`config.mk`:
```
export PLATFORM = sky130hd
export DESIGN_NAME = arp_cache_responder_flat
export DESIGN_NICKNAME = d
export VERILOG_FILES = /design/src/hw/rtl/acr_pkg.sv /design/src/hw/rtl/acr_req_if.sv /design/src/hw/rtl/acr_rsp_if.sv /design/src/hw/rtl/acr_csr_if.sv /design/src/hw/rtl/arp_cache_responder.sv /design/src/hw/rtl/acr_dpath.sv /design/src/hw/rtl/acr_ctrl.sv /design/src/flat_wrapper.sv
export SDC_FILE = /design/constraint.sdc
export NUM_CORES = 1
export LEC_CHECK = 0
export CAP_MARGIN = 0
export CORE_MARGIN = 1.5
export CORE_UTILIZATION = 69
export DETAILED_ROUTE_END_ITERATION = 10
export DONT_BUFFER_PORTS = 1
export GPL_ROUTABILITY_DRIVEN = 0
export PLACE_DENSITY = 0.85
export SLEW_MARGIN = 10
export SYNTH_ARGS = -nofsm -noshare
export SYNTH_HDL_FRONTEND = slang
export SYNTH_HIERARCHICAL = 1
export SYNTH_SLANG_ARGS = --single-unit
```
`constraint.sdc`:
```
create_clock -name clock -period 15.8 [get_ports clock]
set_input_delay 1.58 -clock clock [delete_from_list [all_inputs] [get_ports clock]]
set_output_delay 1.58 -clock clock [all_outputs]
set_load 0.03 [all_outputs]
```
`src/hw/rtl/acr_pkg.sv`:
```
// ----------------------------------------------------------------------------
// ARP cache responder package
// Shared types, codes and constants for the ARP cache and responder.
// ----------------------------------------------------------------------------
package acr_pkg;

   localparam int TABLE_ENTRIES = 8;
   localparam int IDX_W         = (TABLE_ENTRIES > 1) ? $clog2(TABLE_ENTRIES) : 1;

   // item functions
   localparam logic [1:0] FUNC_PACKET = 2'd0;
   localparam logic [1:0] FUNC_LOOKUP = 2'd1;
   localparam logic [1:0] FUNC_UPDATE = 2'd2;
   localparam logic [1:0] FUNC_TICK   = 2'd3;

   // ARP header constants
   localparam logic [15:0] HW_TYPE_ETH    = 16'h0001;
   localparam logic [15:0] PROTO_IPV4     = 16'h0800;
   localparam logic [7:0]  HW_LEN_MAC     = 8'h06;
   localparam logic [7:0]  PROTO_LEN_IPV4 = 8'h04;
   localparam logic [15:0] OP_REQUEST     = 16'd1;
   localparam logic [15:0] OP_REPLY       = 16'd2;

   localparam logic [15:0] MAX_AGE_RESET  = 16'd60000;
   localparam logic [15:0] AGE_SAT        = 16'hFFFF;

   // result status codes
   localparam logic [2:0] STATUS_REQ_HANDLED  = 3'd0;
   localparam logic [2:0] STATUS_REPLY_LEARNT = 3'd1;
   localparam logic [2:0] STATUS_UNKNOWN_OP   = 3'd2;
   localparam logic [2:0] STATUS_REJECTED     = 3'd3;
   localparam logic [2:0] STATUS_LOOKUP       = 3'd4;
   localparam logic [2:0] STATUS_UPDATED      = 3'd5;
   localparam logic [2:0] STATUS_TICK         = 3'd6;

   // configuration register indexes
   localparam int CSR_IDX_W  = 2;
   localparam int CSR_DATA_W = 48;
   localparam logic [CSR_IDX_W-1:0] CSR_LOCAL_IP  = 2'd0;
   localparam logic [CSR_IDX_W-1:0] CSR_LOCAL_MAC = 2'd1;
   localparam logic [CSR_IDX_W-1:0] CSR_MAX_AGE   = 2'd2;

   typedef struct packed {
      logic [1:0]  func;
      logic [15:0] hw_type;
      logic [15:0] proto_type;
      logic [7:0]  hw_len;
      logic [7:0]  proto_len;
      logic [15:0] opcode;
      logic [47:0] peer_mac;
      logic [31:0] peer_ip;
      logic [31:0] target_ip;
   } req_item_type;

   typedef struct packed {
      logic [2:0]  status;
      logic        send_reply;
      logic [47:0] reply_target_mac;
      logic [31:0] reply_target_ip;
      logic        mac_known;
   } rsp_item_type;

   // controller to datapath
   typedef struct packed {
      logic load_item;
      logic scan_clear;
      logic scan_step;
      logic write_entry;
      logic tick;
      logic load_rsp;
   } dp_cmd_type;

   // datapath to controller
   typedef struct packed {
      logic [1:0] func;
      logic       pkt_ok;
      logic       op_request;
      logic       op_reply;
      logic       scan_hit;
      logic       scan_last;
   } dp_sts_type;

endpackage

```
`src/hw/rtl/acr_req_if.sv`:
```
// ----------------------------------------------------------------------------
// ARP request channel
// Valid/ready channel carrying one input item.
// ----------------------------------------------------------------------------
interface acr_req_if;
   logic        valid;
   logic        ready;
   logic [1:0]  func;
   logic [15:0] hw_type;
   logic [15:0] proto_type;
   logic [7:0]  hw_len;
   logic [7:0]  proto_len;
   logic [15:0] opcode;
   logic [47:0] peer_mac;
   logic [31:0] peer_ip;
   logic [31:0] target_ip;

   modport source (
      output valid, func, hw_type, proto_type, hw_len, proto_len, opcode,
             peer_mac, peer_ip, target_ip,
      input  ready
   );
   modport sink (
      input  valid, func, hw_type, proto_type, hw_len, proto_len, opcode,
             peer_mac, peer_ip, target_ip,
      output ready
   );
endinterface

```
`src/hw/rtl/acr_rsp_if.sv`:
```
// ----------------------------------------------------------------------------
// ARP result channel
// Valid/ready channel carrying one result item.
// ----------------------------------------------------------------------------
interface acr_rsp_if;
   logic        valid;
   logic        ready;
   logic [2:0]  status;
   logic        send_reply;
   logic [47:0] reply_target_mac;
   logic [31:0] reply_target_ip;
   logic        mac_known;

   modport source (
      output valid, status, send_reply, reply_target_mac, reply_target_ip, mac_known,
      input  ready
   );
   modport sink (
      input  valid, status, send_reply, reply_target_mac, reply_target_ip, mac_known,
      output ready
   );
endinterface

```
`src/hw/rtl/acr_csr_if.sv`:
```
// ----------------------------------------------------------------------------
// ARP configuration write channel
// Valid/ready channel carrying a register index and write data.
// ----------------------------------------------------------------------------
interface acr_csr_if;
   logic        valid;
   logic        ready;
   logic [1:0]  index;
   logic [47:0] data;

   modport source (
      output valid, index, data,
      input  ready
   );
   modport sink (
      input  valid, index, data,
      output ready
   );
endinterface

```
`src/hw/rtl/arp_cache_responder.sv`:
```
// ----------------------------------------------------------------------------
// ARP cache and responder
// Eight-entry IPv4-to-MAC cache with request validation and reply generation.
// ----------------------------------------------------------------------------
// Usage:
//   req_if  - one item per transfer: received ARP packet, lookup, direct
//             update or tick, selected by func.
//   rsp_if  - exactly one result per item, in item order.
//   csr_if  - register writes (0 local IP, 1 local MAC, 2 max age); always
//             ready, write only while the block is idle.
// Timing:
//   An item is decoded the cycle after its transfer, then learning and lookup
//   scan the table one entry per cycle, learning then writes the chosen entry,
//   and the result register is loaded. Tick, rejected and unknown-op items
//   skip the scan. req_if.ready is high only when idle, so a new item is taken
//   only after the result of the last item has been loaded.
// Reset:
//   Registers return to 0, 0, 60000; every table entry becomes stale.
// Stall:
//   A pending result is held in the output register; the next item is still
//   taken and processed, and waits before its result load until rsp_if drains.
// ----------------------------------------------------------------------------
module arp_cache_responder (
   input  logic     clock,
   input  logic     reset,
   acr_req_if.sink  req_if,
   acr_rsp_if.source rsp_if,
   acr_csr_if.sink  csr_if
);
   import acr_pkg::*;

   dp_cmd_type   cmd;
   dp_sts_type   sts;
   req_item_type req_item;
   rsp_item_type rsp_item;
   logic         req_ready;
   logic         rsp_valid;

   always_comb begin
      req_item.func       = req_if.func;
      req_item.hw_type    = req_if.hw_type;
      req_item.proto_type = req_if.proto_type;
      req_item.hw_len     = req_if.hw_len;
      req_item.proto_len  = req_if.proto_len;
      req_item.opcode     = req_if.opcode;
      req_item.peer_mac   = req_if.peer_mac;
      req_item.peer_ip    = req_if.peer_ip;
      req_item.target_ip  = req_if.target_ip;
   end

   assign req_if.ready            = req_ready;
   assign rsp_if.valid            = rsp_valid;
   assign rsp_if.status           = rsp_item.status;
   assign rsp_if.send_reply       = rsp_item.send_reply;
   assign rsp_if.reply_target_mac = rsp_item.reply_target_mac;
   assign rsp_if.reply_target_ip  = rsp_item.reply_target_ip;
   assign rsp_if.mac_known        = rsp_item.mac_known;
   assign csr_if.ready            = 1'b1;

   acr_ctrl u_ctrl (
      .clock     (clock),
      .reset     (reset),
      .req_valid (req_if.valid),
      .req_ready (req_ready),
      .rsp_valid (rsp_valid),
      .rsp_ready (rsp_if.ready),
      .sts       (sts),
      .cmd       (cmd)
   );

   acr_dpath u_dpath (
      .clock     (clock),
      .reset     (reset),
      .cmd       (cmd),
      .sts       (sts),
      .req_item  (req_item),
      .csr_write (csr_if.valid),
      .csr_index (csr_if.index),
      .csr_data  (csr_if.data),
      .rsp_item  (rsp_item)
   );

endmodule

```
`src/hw/rtl/acr_dpath.sv`:
```
// ----------------------------------------------------------------------------
// ARP cache datapath
// Item register, binding table, scan pointer, replacement choice, result
// register and configuration registers.
// ----------------------------------------------------------------------------
module acr_dpath (
   input  logic                                clock,
   input  logic                                reset,
   input  acr_pkg::dp_cmd_type                 cmd,
   output acr_pkg::dp_sts_type                 sts,
   input  acr_pkg::req_item_type               req_item,
   input  logic                                csr_write,
   input  logic [acr_pkg::CSR_IDX_W-1:0]       csr_index,
   input  logic [acr_pkg::CSR_DATA_W-1:0]      csr_data,
   output acr_pkg::rsp_item_type               rsp_item
);
   import acr_pkg::*;

   req_item_type item_ff;

   logic [31:0] local_ip_ff;
   logic [47:0] local_mac_ff;
   logic [15:0] max_age_ff;

   logic [31:0] entry_ip_ff  [TABLE_ENTRIES];
   logic [47:0] entry_mac_ff [TABLE_ENTRIES];
   logic [15:0] entry_age_ff [TABLE_ENTRIES];

   logic [IDX_W-1:0] idx_ff, idx_in;
   logic [IDX_W-1:0] pick_ff, pick_in;
   logic [15:0]      best_age_ff, best_age_in;
   logic             known_ff, known_in;
   rsp_item_type     rsp_ff, rsp_in;

   logic [31:0] cur_ip;
   logic [15:0] cur_age;
   logic        cur_match;
   logic        cur_fresh;
   logic        learn_mode;
   logic        scan_hit;
   logic        scan_last;
   logic        pkt_ok;

   assign cur_ip     = entry_ip_ff[idx_ff];
   assign cur_age    = entry_age_ff[idx_ff];
   assign cur_match  = (cur_ip == item_ff.peer_ip);
   assign cur_fresh  = (cur_age < max_age_ff);
   assign learn_mode = (item_ff.func != FUNC_LOOKUP);
   // learning stops on a matching or stale entry, lookup on the first match
   assign scan_hit   = learn_mode ? (cur_match || !cur_fresh) : cur_match;
   assign scan_last  = (idx_ff == IDX_W'(TABLE_ENTRIES - 1));

   assign pkt_ok = (item_ff.hw_type == HW_TYPE_ETH) && (item_ff.proto_type == PROTO_IPV4) &&
                   (item_ff.hw_len == HW_LEN_MAC) && (item_ff.proto_len == PROTO_LEN_IPV4) &&
                   (item_ff.target_ip == local_ip_ff);

   always_comb begin
      sts.func       = item_ff.func;
      sts.pkt_ok     = pkt_ok;
      sts.op_request = (item_ff.opcode == OP_REQUEST);
      sts.op_reply   = (item_ff.opcode == OP_REPLY);
      sts.scan_hit   = scan_hit;
      sts.scan_last  = scan_last;
   end

   // scan pointer, replacement candidate and lookup flag
   always_comb begin
      idx_in      = idx_ff;
      pick_in     = pick_ff;
      best_age_in = best_age_ff;
      known_in    = known_ff;
      if (cmd.scan_clear) begin
         idx_in      = '0;
         pick_in     = '0;
         best_age_in = '0;
         known_in    = 1'b0;
      end else if (cmd.scan_step) begin
         if (!scan_last) begin
            idx_in = idx_ff + IDX_W'(1);
         end
         if (scan_hit) begin
            pick_in = idx_ff;
         end else if ((idx_ff == '0) || (best_age_ff < cur_age)) begin
            // oldest so far, lowest index wins a tie
            pick_in     = idx_ff;
            best_age_in = cur_age;
         end
         if (!learn_mode && cur_match) begin
            known_in = cur_fresh;
         end
      end
   end

   always_comb begin
      rsp_in = rsp_ff;
      if (cmd.load_rsp) begin
         rsp_in = '0;
         case (item_ff.func)
            FUNC_PACKET: begin
               if (!pkt_ok) begin
                  rsp_in.status = STATUS_REJECTED;
               end else if (item_ff.opcode == OP_REQUEST) begin
                  rsp_in.status           = STATUS_REQ_HANDLED;
                  rsp_in.send_reply       = 1'b1;
                  rsp_in.reply_target_mac = item_ff.peer_mac;
                  rsp_in.reply_target_ip  = item_ff.peer_ip;
               end else if (item_ff.opcode == OP_REPLY) begin
                  rsp_in.status = STATUS_REPLY_LEARNT;
               end else begin
                  rsp_in.status = STATUS_UNKNOWN_OP;
               end
            end
            FUNC_LOOKUP: begin
               rsp_in.status    = STATUS_LOOKUP;
               rsp_in.mac_known = known_ff;
            end
            FUNC_UPDATE: begin
               rsp_in.status = STATUS_UPDATED;
            end
            default: begin
               rsp_in.status = STATUS_TICK;
            end
         endcase
      end
   end

   always_ff @(posedge clock) begin
      idx_ff      <= idx_in;
      pick_ff     <= pick_in;
      best_age_ff <= best_age_in;
      known_ff    <= known_in;
      rsp_ff      <= rsp_in;
      if (cmd.load_item) begin
         item_ff <= req_item;
      end
   end

   always_ff @(posedge clock) begin
      if (reset) begin
         local_ip_ff  <= '0;
         local_mac_ff <= '0;
         max_age_ff   <= MAX_AGE_RESET;
      end else if (csr_write) begin
         case (csr_index)
            CSR_LOCAL_IP:  local_ip_ff  <= csr_data[31:0];
            CSR_LOCAL_MAC: local_mac_ff <= csr_data[47:0];
            CSR_MAX_AGE:   max_age_ff   <= csr_data[15:0];
            default: ;
         endcase
      end
   end

   // binding table; reset leaves every entry stale
   always_ff @(posedge clock) begin
      if (reset) begin
         for (int i = 0; i < TABLE_ENTRIES; i++) begin
            entry_ip_ff[i]  <= '0;
            entry_mac_ff[i] <= '0;
            entry_age_ff[i] <= AGE_SAT;
         end
      end else if (cmd.write_entry) begin
         entry_ip_ff[pick_ff]  <= item_ff.peer_ip;
         entry_mac_ff[pick_ff] <= item_ff.peer_mac;
         entry_age_ff[pick_ff] <= '0;
      end else if (cmd.tick) begin
         for (int i = 0; i < TABLE_ENTRIES; i++) begin
            if (entry_age_ff[i] != AGE_SAT) begin
               entry_age_ff[i] <= entry_age_ff[i] + 16'd1;
            end
         end
      end
   end

   assign rsp_item = rsp_ff;

   // local MAC is held but not driven to any output; not part of the result
   logic unused_mac;
   assign unused_mac = ^local_mac_ff;
   logic unused_sink_ff;
   always_ff @(posedge clock) begin
      unused_sink_ff <= unused_mac & 1'b0;
   end

endmodule

```
`src/hw/rtl/acr_ctrl.sv`:
```
// ----------------------------------------------------------------------------
// ARP cache controller
// Sequences decode, table scan, table write and result hand-off per item.
// ----------------------------------------------------------------------------
module acr_ctrl (
   input  logic                 clock,
   input  logic                 reset,
   input  logic                 req_valid,
   output logic                 req_ready,
   output logic                 rsp_valid,
   input  logic                 rsp_ready,
   input  acr_pkg::dp_sts_type  sts,
   output acr_pkg::dp_cmd_type  cmd
);
   import acr_pkg::*;

   localparam logic [2:0] ST_IDLE   = 3'd0;
   localparam logic [2:0] ST_DECODE = 3'd1;
   localparam logic [2:0] ST_SCAN   = 3'd2;
   localparam logic [2:0] ST_WRITE  = 3'd3;
   localparam logic [2:0] ST_FINISH = 3'd4;

   logic [2:0] state_ff, state_in;
   logic       rsp_valid_ff, rsp_valid_in;

   assign req_ready = (state_ff == ST_IDLE);
   assign rsp_valid = rsp_valid_ff;

   always_comb begin
      state_in     = state_ff;
      cmd          = '0;
      rsp_valid_in = rsp_valid_ff && !rsp_ready;
      case (state_ff)
         ST_IDLE: begin
            if (req_valid) begin
               cmd.load_item = 1'b1;
               state_in      = ST_DECODE;
            end
         end
         ST_DECODE: begin
            case (sts.func)
               FUNC_TICK: begin
                  cmd.tick = 1'b1;
                  state_in = ST_FINISH;
               end
               FUNC_LOOKUP, FUNC_UPDATE: begin
                  cmd.scan_clear = 1'b1;
                  state_in       = ST_SCAN;
               end
               default: begin
                  if (sts.pkt_ok && (sts.op_request || sts.op_reply)) begin
                     cmd.scan_clear = 1'b1;
                     state_in       = ST_SCAN;
                  end else begin
                     state_in = ST_FINISH;
                  end
               end
            endcase
         end
         ST_SCAN: begin
            cmd.scan_step = 1'b1;
            if (sts.scan_hit || sts.scan_last) begin
               state_in = (sts.func == FUNC_LOOKUP) ? ST_FINISH : ST_WRITE;
            end
         end
         ST_WRITE: begin
            cmd.write_entry = 1'b1;
            state_in        = ST_FINISH;
         end
         ST_FINISH: begin
            // wait for the result register to be free
            if (!rsp_valid_ff || rsp_ready) begin
               cmd.load_rsp = 1'b1;
               rsp_valid_in = 1'b1;
               state_in     = ST_IDLE;
            end
         end
         default: begin
            state_in = ST_IDLE;
         end
      endcase
   end

   always_ff @(posedge clock) begin
      if (reset) begin
         state_ff     <= ST_IDLE;
         rsp_valid_ff <= 1'b0;
      end else begin
         state_ff     <= state_in;
         rsp_valid_ff <= rsp_valid_in;
      end
   end

endmodule

```
`src/flat_wrapper.sv`:
```
// flat-port wrapper written by rule: the top's interface ports become plain ports
module arp_cache_responder_flat import acr_pkg::*;
  (clock, reset, req_if_valid, req_if_func, req_if_hw_type, req_if_proto_type, req_if_hw_len, req_if_proto_len, req_if_opcode, req_if_peer_mac, req_if_peer_ip, req_if_target_ip, req_if_ready, rsp_if_valid, rsp_if_status, rsp_if_send_reply, rsp_if_reply_target_mac, rsp_if_reply_target_ip, rsp_if_mac_known, rsp_if_ready, csr_if_valid, csr_if_index, csr_if_data, csr_if_ready);
  acr_req_if req_if_i ();
  acr_rsp_if rsp_if_i ();
  acr_csr_if csr_if_i ();
  input  logic clock;
  input  logic reset;
  input wire logic [$bits(req_if_i.valid)-1:0] req_if_valid;
  input wire logic [$bits(req_if_i.func)-1:0] req_if_func;
  input wire logic [$bits(req_if_i.hw_type)-1:0] req_if_hw_type;
  input wire logic [$bits(req_if_i.proto_type)-1:0] req_if_proto_type;
  input wire logic [$bits(req_if_i.hw_len)-1:0] req_if_hw_len;
  input wire logic [$bits(req_if_i.proto_len)-1:0] req_if_proto_len;
  input wire logic [$bits(req_if_i.opcode)-1:0] req_if_opcode;
  input wire logic [$bits(req_if_i.peer_mac)-1:0] req_if_peer_mac;
  input wire logic [$bits(req_if_i.peer_ip)-1:0] req_if_peer_ip;
  input wire logic [$bits(req_if_i.target_ip)-1:0] req_if_target_ip;
  output wire logic [$bits(req_if_i.ready)-1:0] req_if_ready;
  output wire logic [$bits(rsp_if_i.valid)-1:0] rsp_if_valid;
  output wire logic [$bits(rsp_if_i.status)-1:0] rsp_if_status;
  output wire logic [$bits(rsp_if_i.send_reply)-1:0] rsp_if_send_reply;
  output wire logic [$bits(rsp_if_i.reply_target_mac)-1:0] rsp_if_reply_target_mac;
  output wire logic [$bits(rsp_if_i.reply_target_ip)-1:0] rsp_if_reply_target_ip;
  output wire logic [$bits(rsp_if_i.mac_known)-1:0] rsp_if_mac_known;
  input wire logic [$bits(rsp_if_i.ready)-1:0] rsp_if_ready;
  input wire logic [$bits(csr_if_i.valid)-1:0] csr_if_valid;
  input wire logic [$bits(csr_if_i.index)-1:0] csr_if_index;
  input wire logic [$bits(csr_if_i.data)-1:0] csr_if_data;
  output wire logic [$bits(csr_if_i.ready)-1:0] csr_if_ready;
  assign req_if_i.valid = req_if_valid;
  assign req_if_i.func = req_if_func;
  assign req_if_i.hw_type = req_if_hw_type;
  assign req_if_i.proto_type = req_if_proto_type;
  assign req_if_i.hw_len = req_if_hw_len;
  assign req_if_i.proto_len = req_if_proto_len;
  assign req_if_i.opcode = req_if_opcode;
  assign req_if_i.peer_mac = req_if_peer_mac;
  assign req_if_i.peer_ip = req_if_peer_ip;
  assign req_if_i.target_ip = req_if_target_ip;
  assign req_if_ready = req_if_i.ready;
  assign rsp_if_valid = rsp_if_i.valid;
  assign rsp_if_status = rsp_if_i.status;
  assign rsp_if_send_reply = rsp_if_i.send_reply;
  assign rsp_if_reply_target_mac = rsp_if_i.reply_target_mac;
  assign rsp_if_reply_target_ip = rsp_if_i.reply_target_ip;
  assign rsp_if_mac_known = rsp_if_i.mac_known;
  assign rsp_if_i.ready = rsp_if_ready;
  assign csr_if_i.valid = csr_if_valid;
  assign csr_if_i.index = csr_if_index;
  assign csr_if_i.data = csr_if_data;
  assign csr_if_ready = csr_if_i.ready;
  arp_cache_responder u_core (.clock(clock), .reset(reset), .req_if(req_if_i), .rsp_if(rsp_if_i), .csr_if(csr_if_i));
endmodule
```
==> qor.csv, run 1 <==
metric,value,unit
iteration count of the initial detailed-routing pass,6,
post_cts resized,0,
Nets,2650,
largest net degree at the start of global routing,85,
syn_nets,2704,
maxcap violations,0,
RSZ-0062 raised after global routing,no,
Final Hold Fails,0,
endpoints failing setup,0,
post-route setup TNS,0,ps
starting density of the core,0.698,
clock sink count,725,
"Worst Setup Slack, final",10370,ps
crit end category,flip-flop,
placed insts,2896,
Die X,217,um
vias per cell,6.43,
CP arrival,5920,ps
remaining global-route overflow,0,
Worst Skew,15.5,ps
share of layout cells above drive strength 1,0.113,
Critical Path Fanout Max,48,
Cell Rows,78,
top_reg_cell synth,edfxtp_1,
Routed Wire Length,73.0,mm
cell taking the most area after synthesis,edfxtp_1,
"Seq/Total Area, Yosys",0.625,
min Tclk post-route,5430,ps
status,finished clean,
static leakage,12.0,nW
Cells after Synth,2425,
post-route clock period utilization,0.344,
drc violations,0,
ys async rst share,0,
vias in the first global route,19600,
CORE AREA,45200,um^2
number of enable flip-flop cells after synthesis,519,
maximum vdd drop,0.000135,V
Startpoint Class,flip-flop,
height of the die,217,um
"Worst Path Class, Setup",flip-flop to flip-flop,
antenna violations before repair,2,
initial DRC count,1868,
area grow syn2layout,9.03,%
Post-CTS Setup Repair Bufs,0,
dpl cell area,31900,um^2
Post-synth top cells,"edfxtp_1, and2_1, dfxtp_1",
hold_buf cts,0,
Clock Latency Late Sink,600,ps
top-count cell post-synth,edfxtp_1,
Root Driver,clkbuf_16,
distinct cell type count after synthesis,66,
max-slew violations,0,
FILL cells,2538,
DR vias,19500,
top cell type's share of synthesized area,0.494,
design area,34400,um^2
fmax,184,MHz
Avg Inst Size Synth,13.0,um^2
synth top area cells,"edfxtp_1, dfxtp_1, and2_1",
CTS Buf Count,73,
Final ANT Viol Nets,0,
CTS tree,yes,
PortBufs,0,
worst min-delay path category,flip-flop to flip-flop,
Power Density,131,nW/um^2
transition time of the tightest slew-check pin,1170,ps
Longest Clk Path Bufs,3,
#FFs+latches synth,725,
"worst slack, placed",10550,ps
WHS,457,ps
io pins,321,
"Cell Area, Synth",31500,um^2
die area,47000,um^2
Yosys warnings,6,
Rel. slew slack,0.216,
DR WL/cell,24.1,um
DP HPWL,44.1,mm
first-pass GRT wire length,111,mm
"Reg clk slew, reported paths",60,ps
Non-Filler Instances,3029,
gr usage total,0.309,
Critical Path RT,16290,ps
H-tree Lvls,3,
[registers in the layout, indices dropped and copies added (netlist names), 16 cells and up, named ones only]
| register | count |
|---|---|
| u_core/u_dpath/rsp_item | 85 |
| u_core/u_dpath/entry_age_ff | 128 |
| u_core/u_dpath/best_age_ff | 16 |
| u_core/u_dpath/max_age_ff | 16 |
| u_core/u_dpath/local_ip_ff | 32 |
| u_core/u_dpath/entry_ip_ff | 256 |
| u_core/u_dpath/item_ff | 176 |
[stage by stage]
step,power (mW),utilization
floorplan,2.66,-
global placement,2.75,0.707
finish,4.49,0.761
global route,4.63,0.761
detailed placement,2.78,0.707
CTS,4.50,0.760
[cell usage in the layout, fill, tap and decap left out, drive strengths merged, types with 8 or more instances in the layout]
cell	count
mux4	65
dfxtp	206
xnor2	55
nor2	66
o211ai	8
nor4	22
edfxtp	519
nand2b	13
a21oi	198
nand3	45
mux2	15
or3	14
clkbuf	95
xor2	109
and3	33
clkinv	26
a22o	14
nand2	158
a21o	10
a311oi	16
a22oi	16
ha	46
mux2i	88
buf	33
and4	12
inv	48
o21ai	27
and2	338
nor3	16
nand4	43
[report_power, final]
| group | total, mW | switching [mW] | internal (mW) |
|---|---|---|---|
| Combinational | 0.512 | 0.290 | 0.222 |
| Clock | 1.73 | 0.706 | 1.03 |
| Sequential | 2.25 | 0.101 | 2.14 |
[path summary, 6_finish.rpt]
check,startpoint,endpoint,depth (start not counted),slack [ps]
worst min register to register,u_core/u_dpath/max_age_ff[12],u_core/u_dpath/max_age_ff[12],2,460
worst min-delay path,u_core/u_dpath/max_age_ff[12],u_core/u_dpath/max_age_ff[12],2,460
worst max-delay path,flip-flop,u_core/u_ctrl/state_ff[0],13,10370
worst max register to register,flip-flop,u_core/u_ctrl/state_ff[0],13,10370
[metal layers]
metal  part of all wire  track usage
met1               0.37        0.378
met2               0.52        0.544
met3              0.073       0.0526
met4              0.039        0.132
met5            0.00023            0
[critical path: stages, from the launching register on]
cell and delay (ps):
dfxtp_4 700, buf_4 870, nor2b_1 730, buf_4 360
a22o_1 200, nor3_1 60, or3b_1 440, or4_1 600
o41a_4 580, inv_1 190, nor2_1 70, nor2_1 110
mux2i_1 90, nor4_1 230
[cell type report]
| cell class | instances | area (um^2) | share of cell area |
|---|---|---|---|
| Timing Repair Buffer | 33 | 248 | 0.00721 |
| Clock inverter | 37 | 382 | 0.0111 |
| Sequential cell | 725 | 19700 | 0.574 |
| Multi-Input combinational cell | 1491 | 11000 | 0.321 |
| Tap cell | 600 | 751 | 0.0218 |
| Antenna cell | 1 | 2.50 | 0.0000728 |
| Clock buffer | 95 | 2040 | 0.0595 |
| Inverter | 47 | 179 | 0.00521 |
[cells by family (layout without fill, tap and decap cells)]
group | Yosys count | in the layout | synth area share
simple gates | 792 | 792 | 0.139
flops | 725 | 725 | 0.625
compound gates | 320 | 320 | 0.0639
buf+inv | 209 | 212 | 0.0276
mux | 168 | 168 | 0.0798
xor+xnor | 164 | 164 | 0.0456
fa+ha+maj | 46 | 46 | 0.0183
other cells | 1 | 2 | 0.000119
Note: power is estimated with default switching activity, not from simulation.
==> inputs of run 2 (changes only) <==
--- a/config.mk
+++ b/config.mk
@@ -5,13 +5,14 @@
 export SDC_FILE = /design/constraint.sdc
 export NUM_CORES = 1
 export LEC_CHECK = 0
+export ABC_AREA = 1
 export CAP_MARGIN = 0
 export CORE_MARGIN = 1.5
-export CORE_UTILIZATION = 69
+export CORE_UTILIZATION = 58
 export DETAILED_ROUTE_END_ITERATION = 10
 export DONT_BUFFER_PORTS = 1
 export GPL_ROUTABILITY_DRIVEN = 0
-export PLACE_DENSITY = 0.85
+export PLACE_DENSITY = 0.76
 export SLEW_MARGIN = 10
 export SYNTH_ARGS = -nofsm -noshare
 export SYNTH_HDL_FRONTEND = slang
==> constraint.sdc (replaced) <==
create_clock -name clock -period 4.5 [get_ports clock]
set_input_delay 0.45 -clock clock [delete_from_list [all_inputs] [get_ports clock]]
set_output_delay 0.45 -clock clock [all_outputs]
set_load 0.03 [all_outputs]
==> run 2 against run 1 <==
Sequential power rose to 3.9 times the previous value; maximum frequency rose by 31%; non-clock buffer count rose by 206; hold slack got worse by 440 ps; critical path depth rose by 4; utilization fell by 8.5 points; largest power group unchanged.
==> qor.csv, run 2 <==
metric,value,unit,change
ys async rst share,0,,unchanged
Root Driver,clkbuf_16,,
most frequent cells in the layout,"nor2_1, edfxtp_1, nand2_1",,
Non-Filler Instances,4412,,+46%
Power Density,548,nW/um^2,+320%
top_reg_cell synth,edfxtp_1,,
fmax,241,MHz,+31%
area grow syn2layout,15.5,%,
share of layout cells above drive strength 1,0.0530,,-0.0599
RSZ-0062 raised after global routing,no,,
remaining global-route overflow,0,,unchanged
post-route clock period utilization,0.922,,+0.579
largest net degree at the start of global routing,179,,+110%
"Reg clk slew, reported paths",60,ps,about the same
number of enable flip-flop cells after synthesis,519,,unchanged
#FFs+latches synth,725,,unchanged
reg2reg path depth,17,,+4
die area,56900,um^2,+21%
H-tree Lvls,3,,unchanged
Post-CTS Setup Repair Bufs,0,,unchanged
worst min-delay path category,primary input to flip-flop,,
hold depth,2,,unchanged
clock share of power,0.293,,-0.093
post-route setup TNS,0,ps,unchanged
"commonest non-fill, non-tap cell in the layout",nor2_1,,
P_sw,7.12,mW,+550%
cell taking the most area after synthesis,edfxtp_1,,
PortBufs,0,,unchanged
first-pass GRT wire length,129,mm,+17%
status,finished clean,,
DR WL/cell,19.1,um,-21%
Final Hold Fails,0,,unchanged
syn_nets,3723,,+38%
DP HPWL,46.2,mm,+4.8%
distinct cell type count after synthesis,41,,-38%
Nets,3882,,+46%
vias in the first global route,24300,,+24%
Gate power share,0.270,,+0.156
"Worst Path Class, Setup",flip-flop to flip-flop,,
top cell type's share of synthesized area,0.484,,-0.0102
gr usage total,0.293,,-0.0157
vias per cell,5.67,,-12%
DR vias,25000,,+29%
maxcap violations,0,,unchanged
Worst Skew,29.8,ps,+14.3 ps
"Cell Area, Synth",32200,um^2,+2.1%
Critical Path Fanout Max,64,,+33%
CORE AREA,55000,um^2,+22%
"Seq/Total Area, Yosys",0.612,,-0.0129
top flop regs,"u_core/u_dpath/entry_ip_ff (256), u_core/u_dpath/item_ff (176), u_core/u_dpath/entry_age_ff (128)",,
initial DRC count,2569,,+38%
Critical Path RT,5060,ps,-11230 ps
static leakage,16.0,nW,+33%
Routed Wire Length,84.4,mm,+16%
max reg flops,256,,unchanged
Die X,239,um,+10%
CTS tree,yes,,
switch share,0.350,,+0.106
Cell Rows,86,,+10%
transition time of the tightest slew-check pin,1130,ps,-33.7 ps
synth top area cells,"edfxtp_1, dfxtp_1, nor2_1",,
Post-synth top cells,"nor2_1, edfxtp_1, nand2_1",,
CTS Buf Count,74,,+1.4%
Startpoint Class,flip-flop,,
Rel. slew slack,0.242,,+0.0258
io pins,321,,unchanged
FILL cells,3977,,+57%
max-slew violations,0,,unchanged
antenna violations before repair,3,,+1
top-count cell post-synth,nor2_1,,
"worst slack, placed",663,ps,-9890 ps
Largest Register,u_core/u_dpath/entry_ip_ff,,
crit end category,flip-flop,,
WHS Endpoint,u_core/u_dpath/entry_age_ff[1][3],,
height of the die,239,um,+10%
"Worst Setup Slack, final",350,ps,-10020 ps
internal power,13.2,mW,+290%
iteration count of the initial detailed-routing pass,6,,unchanged
Cells after Synth,3444,,+42%
clock sink count,725,,unchanged
Avg Inst Size Synth,9.34,um^2,-28%
maximum vdd drop,0.000466,V,+250%
Longest Clk Path Bufs,3,,unchanged
min-delay src,reset,,
min Tclk post-route,4150,ps,-1280 ps
starting density of the core,0.585,,-0.112
Seq pwr share,0.436,,-0.064
endpoints failing setup,0,,unchanged
CP arrival,4710,ps,-1210 ps
Clock Latency Late Sink,630,ps,+30 ps
Yosys warnings,6,,unchanged
WHS,17.3,ps,-440 ps
drc violations,0,,unchanged
Final ANT Viol Nets,0,,unchanged
placed insts,4068,,+40%
R2R Setup Slk,350,ps,-10020 ps
R2R Path End,u_core/u_dpath/best_age_ff[4],,
[run 2: changes by cell type after synthesis, moves of 65 or more]
cell     previous run  this run
nand3_1            45       154
nand2_1           158       472
nor2_1             65       727
mux2i_1            88         0
o21ai_0            26       261
xor2_1            109        38
inv_1              45       342
mux4_2             65         0
and2_1            336         0
[run 2: power groups by stage]
stage	clock network, mW	logic [mW]	registers (mW)
after floorplan	0	4.06	8.79
after global placement	0	5.05	8.95
after detailed placement	0	5.18	8.96
after CTS	5.99	5.38	8.83
after global routing	6.28	6.18	8.96
final	5.97	5.50	8.88
[run 2: worst max-delay path by stage]
stage	slack, ps	to	startpoint	cells past startpoint
2_1_floorplan	840	u_core/u_dpath/item_ff[0]	u_core/u_ctrl/state_ff[2]	3
3_3_place_gp	730	u_core/u_dpath/best_age_ff[12]	flip-flop	17
3_5_place_dp	660	u_core/u_dpath/best_age_ff[10]	flip-flop	17
4_1_cts	580	u_core/u_dpath/best_age_ff[11]	flip-flop	18
5_1_grt	90	u_core/u_dpath/best_age_ff[4]	flip-flop	17
6_report	350	u_core/u_dpath/best_age_ff[4]	flip-flop	17
[run 2: stage by stage]
stage / util / total power, mW / cell area (um^2)
detailed placement: 0.595 / 14.1 / 32700
global placement: 0.595 / 14.0 / 32700
CTS: 0.676 / 20.2 / 37200
global route: 0.676 / 21.4 / 37200
finish: 0.676 / 20.4 / 37200
floorplan: - / 12.9 / 32200
[run 2: metal layers]
metal | track usage | vias up | wire length (um)
li1 | - | 11800 | -
met1 | 0.382 | 11600 | 32500
met2 | 0.475 | 1377 | 40400
met3 | 0.0663 | 226 | 8470
met4 | 0.124 | 2 | 2990
met5 | 0 | - | 14
[run 2: kinds of logic (layout without fill, tap and decap cells)]
kind of cell / count (synthesis) / after routing / synth area share
AND/OR/NAND/NOR: 1514 / 1514 / 0.194
flip-flops: 725 / 725 / 0.612
adder cells (fa/ha/maj): 46 / 46 / 0.0179
AO/OA/AOI/OAI: 564 / 564 / 0.0932
XOR/XNOR: 54 / 54 / 0.0147
buffers and inverters: 540 / 758 / 0.0677
other: 1 / 3 / 0.000117
[run 2: worst max-delay path: stages (launching register included)]
cell       delay [ps]
dfxtp_4           580
inv_4             300
a21oi_1           210
o21ai_0           160
nand2_1           110
inv_1              40
o21ai_0           480
inv_1             130
ha_1              320
a21oi_1           130
nor2_1             50
a2111oi_0         540
nand2_1           100
o21ai_0           110
nand2_1           180
nor2_4            390
nor2_1            110
nor2_1            140
[run 2: cell type report]
| class | instances | area (um^2) | share of cell area |
|---|---|---|---|
| sequential | 725 | 19700 | 0.531 |
| multi-input combinational | 2179 | 10400 | 0.279 |
| timing repair buffer | 239 | 2370 | 0.0638 |
| clock buffer | 102 | 2050 | 0.0551 |
| inverter | 384 | 1450 | 0.0389 |
| tap | 748 | 936 | 0.0252 |
| clock inverter | 33 | 283 | 0.00761 |
| antenna | 2 | 5.00 | 0.000135 |
[run 2: what timing repair did]
action	CTS	global route
gates resized for setup	0	0
endpoints found under the hold margin	232	0
hold buffers	207	0
